File: src/rtl/atrf_pkg.sv
package atrf_pkg;

    // Sizing of the ring, the prices and the smoothing factor.
    localparam int MAX_WINDOW  = 64;
    localparam int PRICE_WIDTH = 32;
    localparam int ALPHA_BITS  = 16;

    localparam int IDX_W      = $clog2(MAX_WINDOW);
    localparam int CNT_W      = $clog2(MAX_WINDOW + 1);
    localparam int TRI_MAX    = MAX_WINDOW * (MAX_WINDOW + 1) / 2;
    localparam int DV_W       = $clog2(TRI_MAX + 1);
    localparam int SUM_W      = PRICE_WIDTH + $clog2(MAX_WINDOW);
    localparam int WSUM_W     = PRICE_WIDTH + DV_W;
    localparam int DCNT_W     = $clog2(WSUM_W + 1);
    localparam int ALPHA_W    = ALPHA_BITS + 1;
    localparam int MODE_W     = 2;
    localparam int WLEN_W     = 7;
    localparam int ADDR_W     = 4;

    localparam logic [ALPHA_W-1:0] ALPHA_ONE = ALPHA_W'(1) << ALPHA_BITS;

    // Smoothing modes; any other code runs the simple average.
    localparam logic [MODE_W-1:0] MODE_WEIGHTED = 2'd1;
    localparam logic [MODE_W-1:0] MODE_EMA      = 2'd2;

    // Register indexes on the configuration port.
    localparam logic [1:0] REG_MODE  = 2'd0;
    localparam logic [1:0] REG_WLEN  = 2'd1;
    localparam logic [1:0] REG_ALPHA = 2'd2;

    typedef struct packed {
        logic load;
        logic ema_mul;
        logic ema_upd;
        logic sum_start;
        logic div_start;
        logic out_load;
    } dp_cmd_t;

    typedef struct packed {
        logic ema_mode;
        logic full;
        logic sum_done;
        logic div_done;
    } dp_stat_t;

endpackage

File: src/rtl/atrf_ctrl.sv
module atrf_ctrl (
    input  logic               aclk,
    input  logic               aresetn,
    input  logic               s_tvalid,
    output logic               s_tready,
    output logic               m_tvalid,
    input  logic               m_tready,
    output atrf_pkg::dp_cmd_t  cmd,
    input  atrf_pkg::dp_stat_t stat
);

    typedef enum logic [6:0] {
        S_IDLE = 7'b0000001,
        S_EMA1 = 7'b0000010,
        S_EMA2 = 7'b0000100,
        S_SUM  = 7'b0001000,
        S_DIV  = 7'b0010000,
        S_FIN  = 7'b0100000,
        S_WAIT = 7'b1000000
    } state_t;

    state_t state_reg, state_next;
    logic   mvalid_reg, mvalid_next;

    assign s_tready = (state_reg == S_IDLE);
    assign m_tvalid = mvalid_reg;

    always_comb begin
        state_next  = state_reg;
        mvalid_next = mvalid_reg & ~m_tready;
        cmd         = '0;
        unique case (state_reg)
            S_IDLE: begin
                if (s_tvalid) begin
                    cmd.load   = 1'b1;
                    state_next = S_EMA1;
                end
            end
            S_EMA1: begin
                cmd.ema_mul = 1'b1;
                state_next  = S_EMA2;
            end
            S_EMA2: begin
                cmd.ema_upd = 1'b1;
                if (stat.ema_mode || !stat.full) begin
                    state_next = S_FIN;
                end else begin
                    cmd.sum_start = 1'b1;
                    state_next    = S_SUM;
                end
            end
            S_SUM: begin
                if (stat.sum_done) begin
                    cmd.div_start = 1'b1;
                    state_next    = S_DIV;
                end
            end
            S_DIV: begin
                if (stat.div_done) begin
                    state_next = S_FIN;
                end
            end
            S_FIN: begin
                state_next = S_WAIT;
            end
            S_WAIT: begin
                if (!mvalid_reg || m_tready) begin
                    cmd.out_load = 1'b1;
                    mvalid_next  = 1'b1;
                    state_next   = S_IDLE;
                end
            end
            default: state_next = S_IDLE;
        endcase
    end

    always_ff @(posedge aclk) begin
        if (!aresetn) begin
            state_reg  <= S_IDLE;
            mvalid_reg <= 1'b0;
        end else begin
            state_reg  <= state_next;
            mvalid_reg <= mvalid_next;
        end
    end

endmodule

File: config.mk
export PLATFORM = sky130hd
export DESIGN_NAME = atrf_ctrl
export DESIGN_NICKNAME = d
export VERILOG_FILES = /design/src/rtl/atrf_pkg.sv /design/src/rtl/atrf_ctrl.sv
export SDC_FILE = /design/constraint.sdc
export NUM_CORES = 1
export LEC_CHECK = 0
export BUFFER_PORTS_ARGS = -buffer_cell sky130_fd_sc_hd__buf_2
export CAP_MARGIN = 15
export CORE_AREA = 2 2 39 41
export CTS_BUF_LIST = sky130_fd_sc_hd__clkbuf_16
export CTS_CLUSTER_SIZE = 10
export DETAILED_ROUTE_END_ITERATION = 10
export DIE_AREA = 0 0 41 43
export HOLD_SLACK_MARGIN = 0.1
export PLACE_DENSITY = 0.68
export SYNTH_ARGS = -nofsm -noshare
export SYNTH_HDL_FRONTEND = slang
export SYNTH_SLANG_ARGS = --single-unit
File: constraint.sdc
create_clock -name aclk -period 1.84 [get_ports aclk]
set_input_delay 0.46 -clock aclk [delete_from_list [all_inputs] [get_ports aclk]]
set_output_delay 0.46 -clock aclk [all_outputs]
set_load 0.005 [all_outputs]
==> impl_metrics.tcl, run 1 <==
set metrics [dict create \
    antenna_left 0 \
    status "complete, but fails checks" \
    max_cap_violations 0 \
    min_period_over_period_pct 102.1 \
    cts_tree "done" \
    critPathCaptureType "output port" \
    clk_latency_ns 0.24 \
    wl_um 1410 \
    overflow 0 \
    grt_start_max_net_pins 11 \
    drt_first_iter_violations 11 \
    hold_ws_ns 0.4950 \
    fmax_mhz 532.3 \
    area_delta_synth_final_pct 37.28 \
    final_max_slew_viol_count 0 \
    synthTopCellsByArea "dfxtp_1 28%, nor2_1 5.3%, buf_6 3.9%, inv_1 3.9%, nor4_4 3.7%" \
    critical_path.max_fanout 8 \
    worstMarginPinSlew_ns 0.3332 \
    cts.sinks 8 \
    yosysUniqueCellTypes 36 \
    async_flop_share_pct 0 \
    leakagePower_nw 0.3408 \
    cts_buffers 3 \
    use_met3_pct 7.330 \
    fillCellCount 128 \
    irDropWorstVdd_mv 0.6822 \
    period_minus_slack_ns 1.878 \
    first_global_vias 531 \
    cp_data_arrival_time_ns 1.42 \
    ys.flop_type "dfxtp_1" \
    nNetsFinal 96 \
    vias 578 \
    crit_type "flop to output port" \
    setup_violations 2 \
    die_w_um 41 \
    netlist_area_sq_um 570.5 \
    drive_gt1_share_pct 43.02 \
    slew_headroom_pct 77.47 \
    grt_use_met1_pct 23.78 \
    die_area_sq_mm 0.001763 \
    path_clk_slew_ns 0.04 \
    netlist.area_leader.share_pct 28.07 \
    clockRootBuffer "clkbuf_16" \
    hold_viol 0 \
    die_h_um 43 \
    place.gp.congestion 0.8659 \
    busiest_layer "met2" \
    io_buffer_count 15 \
    synthCells 66 \
    layout_setup_ws_ns -0.03847 \
    seq_area_frac_synth_pct 28.07 \
    cts_max_level 1 \
    rsz0062_at_grt "true" \
    cellPowerDensity_mw_per_mm2 1311 \
    largest_reg_flops 7 \
    wl_per_cell_um 13.82 \
    yosys_register_bits 8 \
    hp-class "input pin to flop" \
    core_sq_mm 0.001384 \
    skew_ns 0.005363 \
    initial_core_util_pct 41.23 \
    drc_errors 0 \
    start_kind "flop" \
    grt_usage_pct 19.76 \
    violations "negative setup slack" \
    grt_pass1_wl_um 2249 \
    vias_per_cell 5.667 \
    avgSynthCellArea_sq_um 8.645 \
    synth_top_cells_by_count "8 x dfxtp_1, 8 x nor2_1, 6 x inv_1" \
    antenna_found_initial 0 \
    hpwl_um 944.9 \
    drt-pass1-iter-count 4 \
    synth_top_area_cell "dfxtp_1" \
    critPathRequiredTime_ns 1.38 \
    yosysWarnings 0 \
    rows 14 \
    synth_edf_count 0 \
    place_inst 96 \
    use_met2_pct 25.94 \
    finalNonFillerCells 102 \
    io_pins 16 \
    syn-num-nets 74 \
    antenna_cells 0 \
    clock_path_buffers 2 \
]
layout make-up:
class | instances | area [sq um] | area share, %
sequential | 8 | 170.2 | 21.73
clock buffer | 3 | 75.07 | 9.585
tap | 16 | 20.02 | 2.556
inverter | 6 | 22.52 | 2.875
multi-input combinational | 48 | 375.4 | 47.92
timing repair buffer | 21 | 120.1 | 15.34
per-stage QoR:
stage	power, W	setup WS (ns)	setup TNS [ns]	cell area (sq um)	utilization, %
finish	0.001027	-0.03847	-0.06420	783.3	56.60
global route	0.001083	-0.1227	-0.2534	783.3	56.60
CTS	0.0009542	-0.005524	-0.005524	750.7	54.25
detailed placement	0.0005596	0.1614	0	653.1	47.20
global placement	0.0005591	0.1709	0	653.1	47.20
floorplan	0.0004790	0.3228	0	570.5	-
placed cells by master, fill, tap and decap left out, types with 2 or more instances in the layout:
cell type | Yosys | layout
inv_1 | 6 | 6
dfxtp_1 | 8 | 4
nand3b_1 | 2 | 2
nand2_1 | 2 | 2
buf_2 | 1 | 15
o21ai_0 | 3 | 3
clkbuf_16 | 0 | 3
nor3b_1 | 2 | 2
buf_4 | 1 | 6
o21ai_1 | 2 | 2
dfxtp_2 | 0 | 2
nor2_1 | 8 | 7
dfxtp_4 | 0 | 2
nand4_1 | 3 | 3
metal layers:
metal	part of all wire [%]	vias to the layer above
met5	0	-
met2	46	35
met4	4.4	0
met3	7.4	7
li1	-	278
met1	42	258
where the power goes:
part,switching [W],internal (W)
clock,0.0000908,0.000281
sequential,0.0000608,0.000215
combinational,0.000183,0.000197
critical path, cell delays in order, from the launching register on:
cell      delay (ns)
dfxtp_4         0.36
nor4_4          0.33
nor2b_4         0.20
nand3b_1        0.09
nor2_1          0.09
buf_2           0.11
kinds of logic after synthesis:
kind of cell    Yosys count  synth area share, %
buf+inv                  10                10.09
simple gates             33                43.64
mux                       1                1.754
xor+xnor                  1                1.535
compound gates           13                14.91
flops                     8                28.07
repair_timing:
item                       4_1_cts  5_1_grt
pin swaps                        2        3
setup endpoints to repair        3        5
cloned                           0        0
gates resized for setup          4        7
hold buffers                     0        0
setup buffers                    2        1
final timing paths:
path | from | to | slack (ns) | cells after the start
setup / recovery | state_reg[0] | cmd[0] | -0.04 | 5
hold / removal | aresetn | state_reg[3] | 0.49 | 2
setup reg to reg | state_reg[0] | state_reg[5] | 0.31 | 5
hold reg to reg | state_reg[5] | state_reg[4] | 0.61 | 2
Note: power is estimated with default switching activity, not from simulation.
==> run 2, diff against run 1 <==
--- a/config.mk
+++ b/config.mk
@@ -14,6 +14,7 @@
 export DIE_AREA = 0 0 41 43
 export HOLD_SLACK_MARGIN = 0.1
 export PLACE_DENSITY = 0.68
+export SKIP_CTS_REPAIR_TIMING = 1
 export SYNTH_ARGS = -nofsm -noshare
 export SYNTH_HDL_FRONTEND = slang
 export SYNTH_SLANG_ARGS = --single-unit
==> run 2 against run 1 <==
  * The flow still finishes with violations (negative setup slack)
  * Routed wire length fell by 2.1%
  * Die area unchanged
  * Worst hold slack better by 0.0058 ns
  * Clock power about the same
  * Maximum frequency up 0.37%
  * Sequential power about the same
  * Critical path type unchanged
  * Critical endpoint unchanged
  * Largest power group is now the clock network
  * Highest routed layer unchanged
==> impl_metrics.tcl, run 2 (synthesis results as in run 1) <==
set metrics [dict create \
    violations "negative setup slack" \
    antenna_cells 0 \
    grt_pass1_wl_um 2104 \
    die_h_um 43 \
    critPathTopFamily "simple AND/OR/NAND/NOR gates" \
    critPathRequiredTime_ns 1.38 \
    crit_type "flop to output port" \
    wl_per_cell_um 13.53 \
    cellPowerDensity_mw_per_mm2 1298 \
    initial_core_util_pct 41.23 \
    cts.sinks 8 \
    drt-pass1-iter-count 3 \
    hp-class "input pin to flop" \
    final_cell_mix "15 x buf_2, 6 x nor2_1, 6 x inv_1, 6 x buf_4, 4 x dfxtp_2" \
    mostFrequentLayoutCell "buf_2" \
    crit_chain "nor4_4 > nor2b_4 > nand3b_1 > nor2_1 > buf_2" \
    fillCellCount 131 \
    max_stage_delay_ns 0.36 \
    drt_first_iter_violations 10 \
    rows 14 \
    die_area_sq_mm 0.001763 \
    vias_per_cell 5.480 \
    hold_viol 0 \
    core_sq_mm 0.001384 \
    place.gp.congestion 0.8659 \
    clockRootBuffer "clkbuf_16" \
    crit_buf_inv 1 \
    wl_um 1380 \
    place_inst 96 \
    critPathCaptureType "output port" \
    hpwl_um 944.9 \
    cpMaxStageDelayCell "dfxtp_4" \
    switchingPower_w 0.0003333 \
    start_kind "flop" \
    grt_usage_pct 18.45 \
    cts_max_level 1 \
    finalNonFillerCells 102 \
    nNetsFinal 96 \
    path_clk_slew_ns 0.04 \
    setup_violations 3 \
    io_buffer_count 15 \
    final_max_slew_viol_count 0 \
    worstMarginPinSlew_ns 0.3068 \
    p_seq_share_pct 27.4 \
    cts_tree "done" \
    largest_reg_flops 7 \
    rsz0062_at_grt "true" \
    fmax_mhz 534.3 \
    slew_headroom_pct 79.26 \
    irDropWorstVdd_mv 0.6598 \
    hold_ws_ns 0.5008 \
    status "complete, but fails checks" \
    cp_data_arrival_time_ns 1.41 \
    drc_errors 0 \
    final_core_util_pct 56.69 \
    pre_cts_ws_ns 0.1614 \
    overflow 0 \
    pwr-share-clk_pct 36.4 \
    antenna_left 0 \
    area_delta_synth_final_pct 37.50 \
    layout_setup_ws_ns -0.03152 \
    clk_latency_ns 0.24 \
    leakagePower_nw 0.3415 \
    p_int_w 0.0006852 \
    clock_path_buffers 2 \
    period_minus_slack_ns 1.872 \
    vias 559 \
    cts_buffers 3 \
    die_w_um 41 \
    max_cap_violations 0 \
    drive_gt1_share_pct 45.35 \
    io_pins 16 \
    antenna_found_initial 0 \
    skew_ns 0.005038 \
    critical_path.max_fanout 4 \
    first_global_vias 512 \
    combPwrFrac_pct 36.2 \
    netSwitchingFraction_pct 32.73 \
    grt_start_max_net_pins 11 \
    min_period_over_period_pct 101.7 \
]
## run 2: area by class of cell
class	count	area (sq um)	share of cell area, %
Timing Repair Buffer	21	120.1	15.31
Sequential cell	8	168.9	21.53
Clock buffer	3	75.07	9.569
Multi-Input combinational cell	48	377.9	48.17
Inverter	6	22.52	2.871
Tap cell	16	20.02	2.552
## run 2: per-layer routing
metal / GRT usage, % / vias up / share of wire [%]
li1: - / 279 / -
met1: 23.13 / 261 / 47
met2: 24.69 / 14 / 46
met3: 6.283 / 5 / 4.3
met4: 14.00 / 0 / 3.0
met5: 0 / - / 0
## run 2: power by group through the flow
stage / clock, W / combinational (W) / sequential, W
2_1_floorplan: 0 / 0.000232 / 0.000247
6_report: 0.000371 / 0.000368 / 0.000279
5_1_grt: 0.000385 / 0.000406 / 0.000284
3_5_place_dp: 0 / 0.000286 / 0.000274
4_1_cts: 0.000373 / 0.000287 / 0.000272
3_3_place_gp: 0 / 0.000285 / 0.000274
## run 2: worst reg2reg max path, stage by stage (launching register included)
cell and delay [ns]:
dfxtp_4 0.36, nor4_4 0.32, buf_4 0.18, o21ai_0 0.11
o221ai_1 0.30, a21oi_1 0.07
## run 2: path summary, 6_finish.rpt
kind	to	startpoint	cells past startpoint	slack, ns
max reg2reg	state_reg[5]	state_reg[4]	5	0.36
min reg2reg	state_reg[2]	state_reg[1]	2	0.60
min	state_reg[3]	aresetn	2	0.50
max	cmd[0]	state_reg[4]	5	-0.03
## run 2: metrics by stage
step           total power, W  setup TNS (ns)  cell area, sq um
2_1_floorplan       0.0004790               0             570.5
3_3_place_gp        0.0005591               0             653.1
3_5_place_dp        0.0005596               0             653.1
4_1_cts             0.0009326         -0.2040             728.2
5_1_grt              0.001075         -0.2186             784.5
6_report             0.001019        -0.04321             784.5
==> run 3, diff against run 2 <==
--- a/config.mk
+++ b/config.mk
@@ -7,13 +7,15 @@
 export LEC_CHECK = 0
 export BUFFER_PORTS_ARGS = -buffer_cell sky130_fd_sc_hd__buf_2
 export CAP_MARGIN = 15
-export CORE_AREA = 2 2 39 41
+export CELL_PAD_IN_SITES_DETAIL_PLACEMENT = 1
+export CELL_PAD_IN_SITES_GLOBAL_PLACEMENT = 1
+export CORE_MARGIN = 2
+export CORE_UTILIZATION = 35
 export CTS_BUF_LIST = sky130_fd_sc_hd__clkbuf_16
 export CTS_CLUSTER_SIZE = 10
 export DETAILED_ROUTE_END_ITERATION = 10
-export DIE_AREA = 0 0 41 43
 export HOLD_SLACK_MARGIN = 0.1
-export PLACE_DENSITY = 0.68
+export PLACE_DENSITY_LB_ADDON = 0.1
 export SKIP_CTS_REPAIR_TIMING = 1
 export SYNTH_ARGS = -nofsm -noshare
 export SYNTH_HDL_FRONTEND = slang
==> run 3 against run 2 <==
  * The flow now finishes without violations
  * Sequential power decreased by 6%
  * Register-to-register slack improved by 0.03 ns
  * Clock skew decreased by 0.0021 ns
  * Routed wire length increased by 17%
  * Count of clock-buffer cells in the layout unchanged
  * Maximum frequency increased by 1.7%
  * First-iteration DRC count decreased by 30%
  * Critical path type unchanged
  * Critical endpoint is now cmd[2]
==> impl_metrics.tcl, run 3 (synthesis results as in run 1) <==
set metrics [dict create \
    mostFrequentLayoutCell "buf_2" \
    cts_tree "done" \
    fillCellCount 179 \
    area_delta_synth_final_pct 38.38 \
    finalPower_w 0.001055 \
    critPathRequiredTime_ns 1.38 \
    critical_path.max_fanout 3 \
    rows 14 \
    grt_pass1_wl_um 2656 \
    pre_cts_ws_ns 0.2161 \
    nNetsFinal 98 \
    critPathTopFamily "simple AND/OR/NAND/NOR gates" \
    io_pins 16 \
    hpwl_um 1203 \
    die_h_um 44.38 \
    overflow 0 \
    vias_per_cell 5.702 \
    final_max_slew_viol_count 0 \
    max_stage_delay_ns 0.35 \
    rsz0062_at_grt "true" \
    core_sq_mm 0.001524 \
    holdPathStages 2 \
    drt_first_iter_violations 7 \
    antenna_cells 0 \
    cts_buffers 3 \
    grt_start_max_net_pins 11 \
    hold_viol 0 \
    crit_type "flop to output port" \
    slew_headroom_pct 77.70 \
    period_minus_slack_ns 1.839 \
    crit_chain "nor3_4 > and4b_4 > nor3b_4 > buf_2" \
    vias 593 \
    min_to "state_reg[3]" \
    drc_errors 0 \
    max_cap_violations 0 \
    io_buffer_count 15 \
    cpMaxStageDelayCell "dfxtp_2" \
    start_kind "flop" \
    leakagePower_nw 0.3516 \
    drive_gt1_share_pct 44.32 \
    largest_reg_flops 7 \
    antenna_left 0 \
    initial_core_util_pct 37.44 \
    clk_latency_ns 0.23 \
    wl_um 1608 \
    clockRootBuffer "clkbuf_16" \
    min_period_over_period_pct 99.97 \
    min_from "aresetn" \
    wl_per_cell_um 15.46 \
    skew_ns 0.002926 \
    reg2reg_depth 5 \
    die_w_um 44.38 \
    first_global_vias 565 \
    critPathCaptureType "output port" \
    antenna_found_initial 0 \
    die_area_sq_mm 0.001969 \
    layout_setup_ws_ns 0.0005014 \
    cts.sinks 8 \
    clock_path_buffers 2 \
    place.gp.congestion 0.7613 \
    worstReg2RegEnd "state_reg[5]" \
    irDropWorstVdd_mv 0.7158 \
    final_cell_mix "15 x buf_2, 7 x nor2_1, 7 x buf_4, 6 x inv_1" \
    cellPowerDensity_mw_per_mm2 1337 \
    grt_usage_pct 19.19 \
    path_clk_slew_ns 0.04 \
    hp-class "input pin to flop" \
    fmax_mhz 543.6 \
    ff2ff_setup_slack_ns 0.39 \
    reg2reg_from "state_reg[6]" \
    cp_data_arrival_time_ns 1.38 \
    worstMarginPinSlew_ns 0.3345 \
    drt-pass1-iter-count 4 \
    status "finished, final reports clean" \
    setup_violations 0 \
    cts_max_level 1 \
    crit_buf_inv 1 \
]
## run 3: how the worst max path moves through the flow
| stage | from | end | cells past startpoint |
|---|---|---|---|
| final | state_reg[4] | cmd[2] | 4 |
| after global routing | state_reg[0] | cmd[0] | 5 |
| after CTS | state_reg[5] | cmd[2] | 4 |
| after detailed placement | state_reg[0] | cmd[0] | 5 |
| after global placement | state_reg[5] | cmd[2] | 4 |
| after floorplan | state_reg[3] | cmd[5] | 5 |
## run 3: power breakdown
group | internal, W | leakage (nW) | total, W | switching [W]
registers | 0.000209 | 0.0663 | 0.000261 | 0.0000516
clock network | 0.000281 | 0.0370 | 0.000372 | 0.0000912
logic | 0.000223 | 0.248 | 0.000423 | 0.000199
## run 3: cell type report
| type | count | area [sq um] | share of cell area, % |
|---|---|---|---|
| Sequential cell | 8 | 165.2 | 20.92 |
| Timing Repair Buffer | 23 | 138.9 | 17.59 |
| Multi-Input combinational cell | 48 | 367.9 | 46.59 |
| Inverter | 6 | 22.52 | 2.853 |
| Clock buffer | 3 | 75.07 | 9.509 |
| Tap cell | 16 | 20.02 | 2.536 |
## run 3: per-stage QoR
stage                     cells  utilization (%)  hold WS, ns  instance area [sq um]  setup TNS, ns
final                       104            51.81       0.5028                  789.5              0
after global placement       99            44.34       0.6211                  675.6              0
after floorplan              66                -       0.5225                  570.5              0
after detailed placement     99            44.34       0.6204                  675.6              0
after CTS                   102            49.26       0.5103                  750.7       -0.07359
after global routing        104            51.81       0.5154                  789.5        -0.2218
## run 3: layer usage
layer	GRT usage, %	wire (um)
met1	26.80	749
met2	27.94	740
met3	6.122	80
met4	6.061	37
met5	0	0
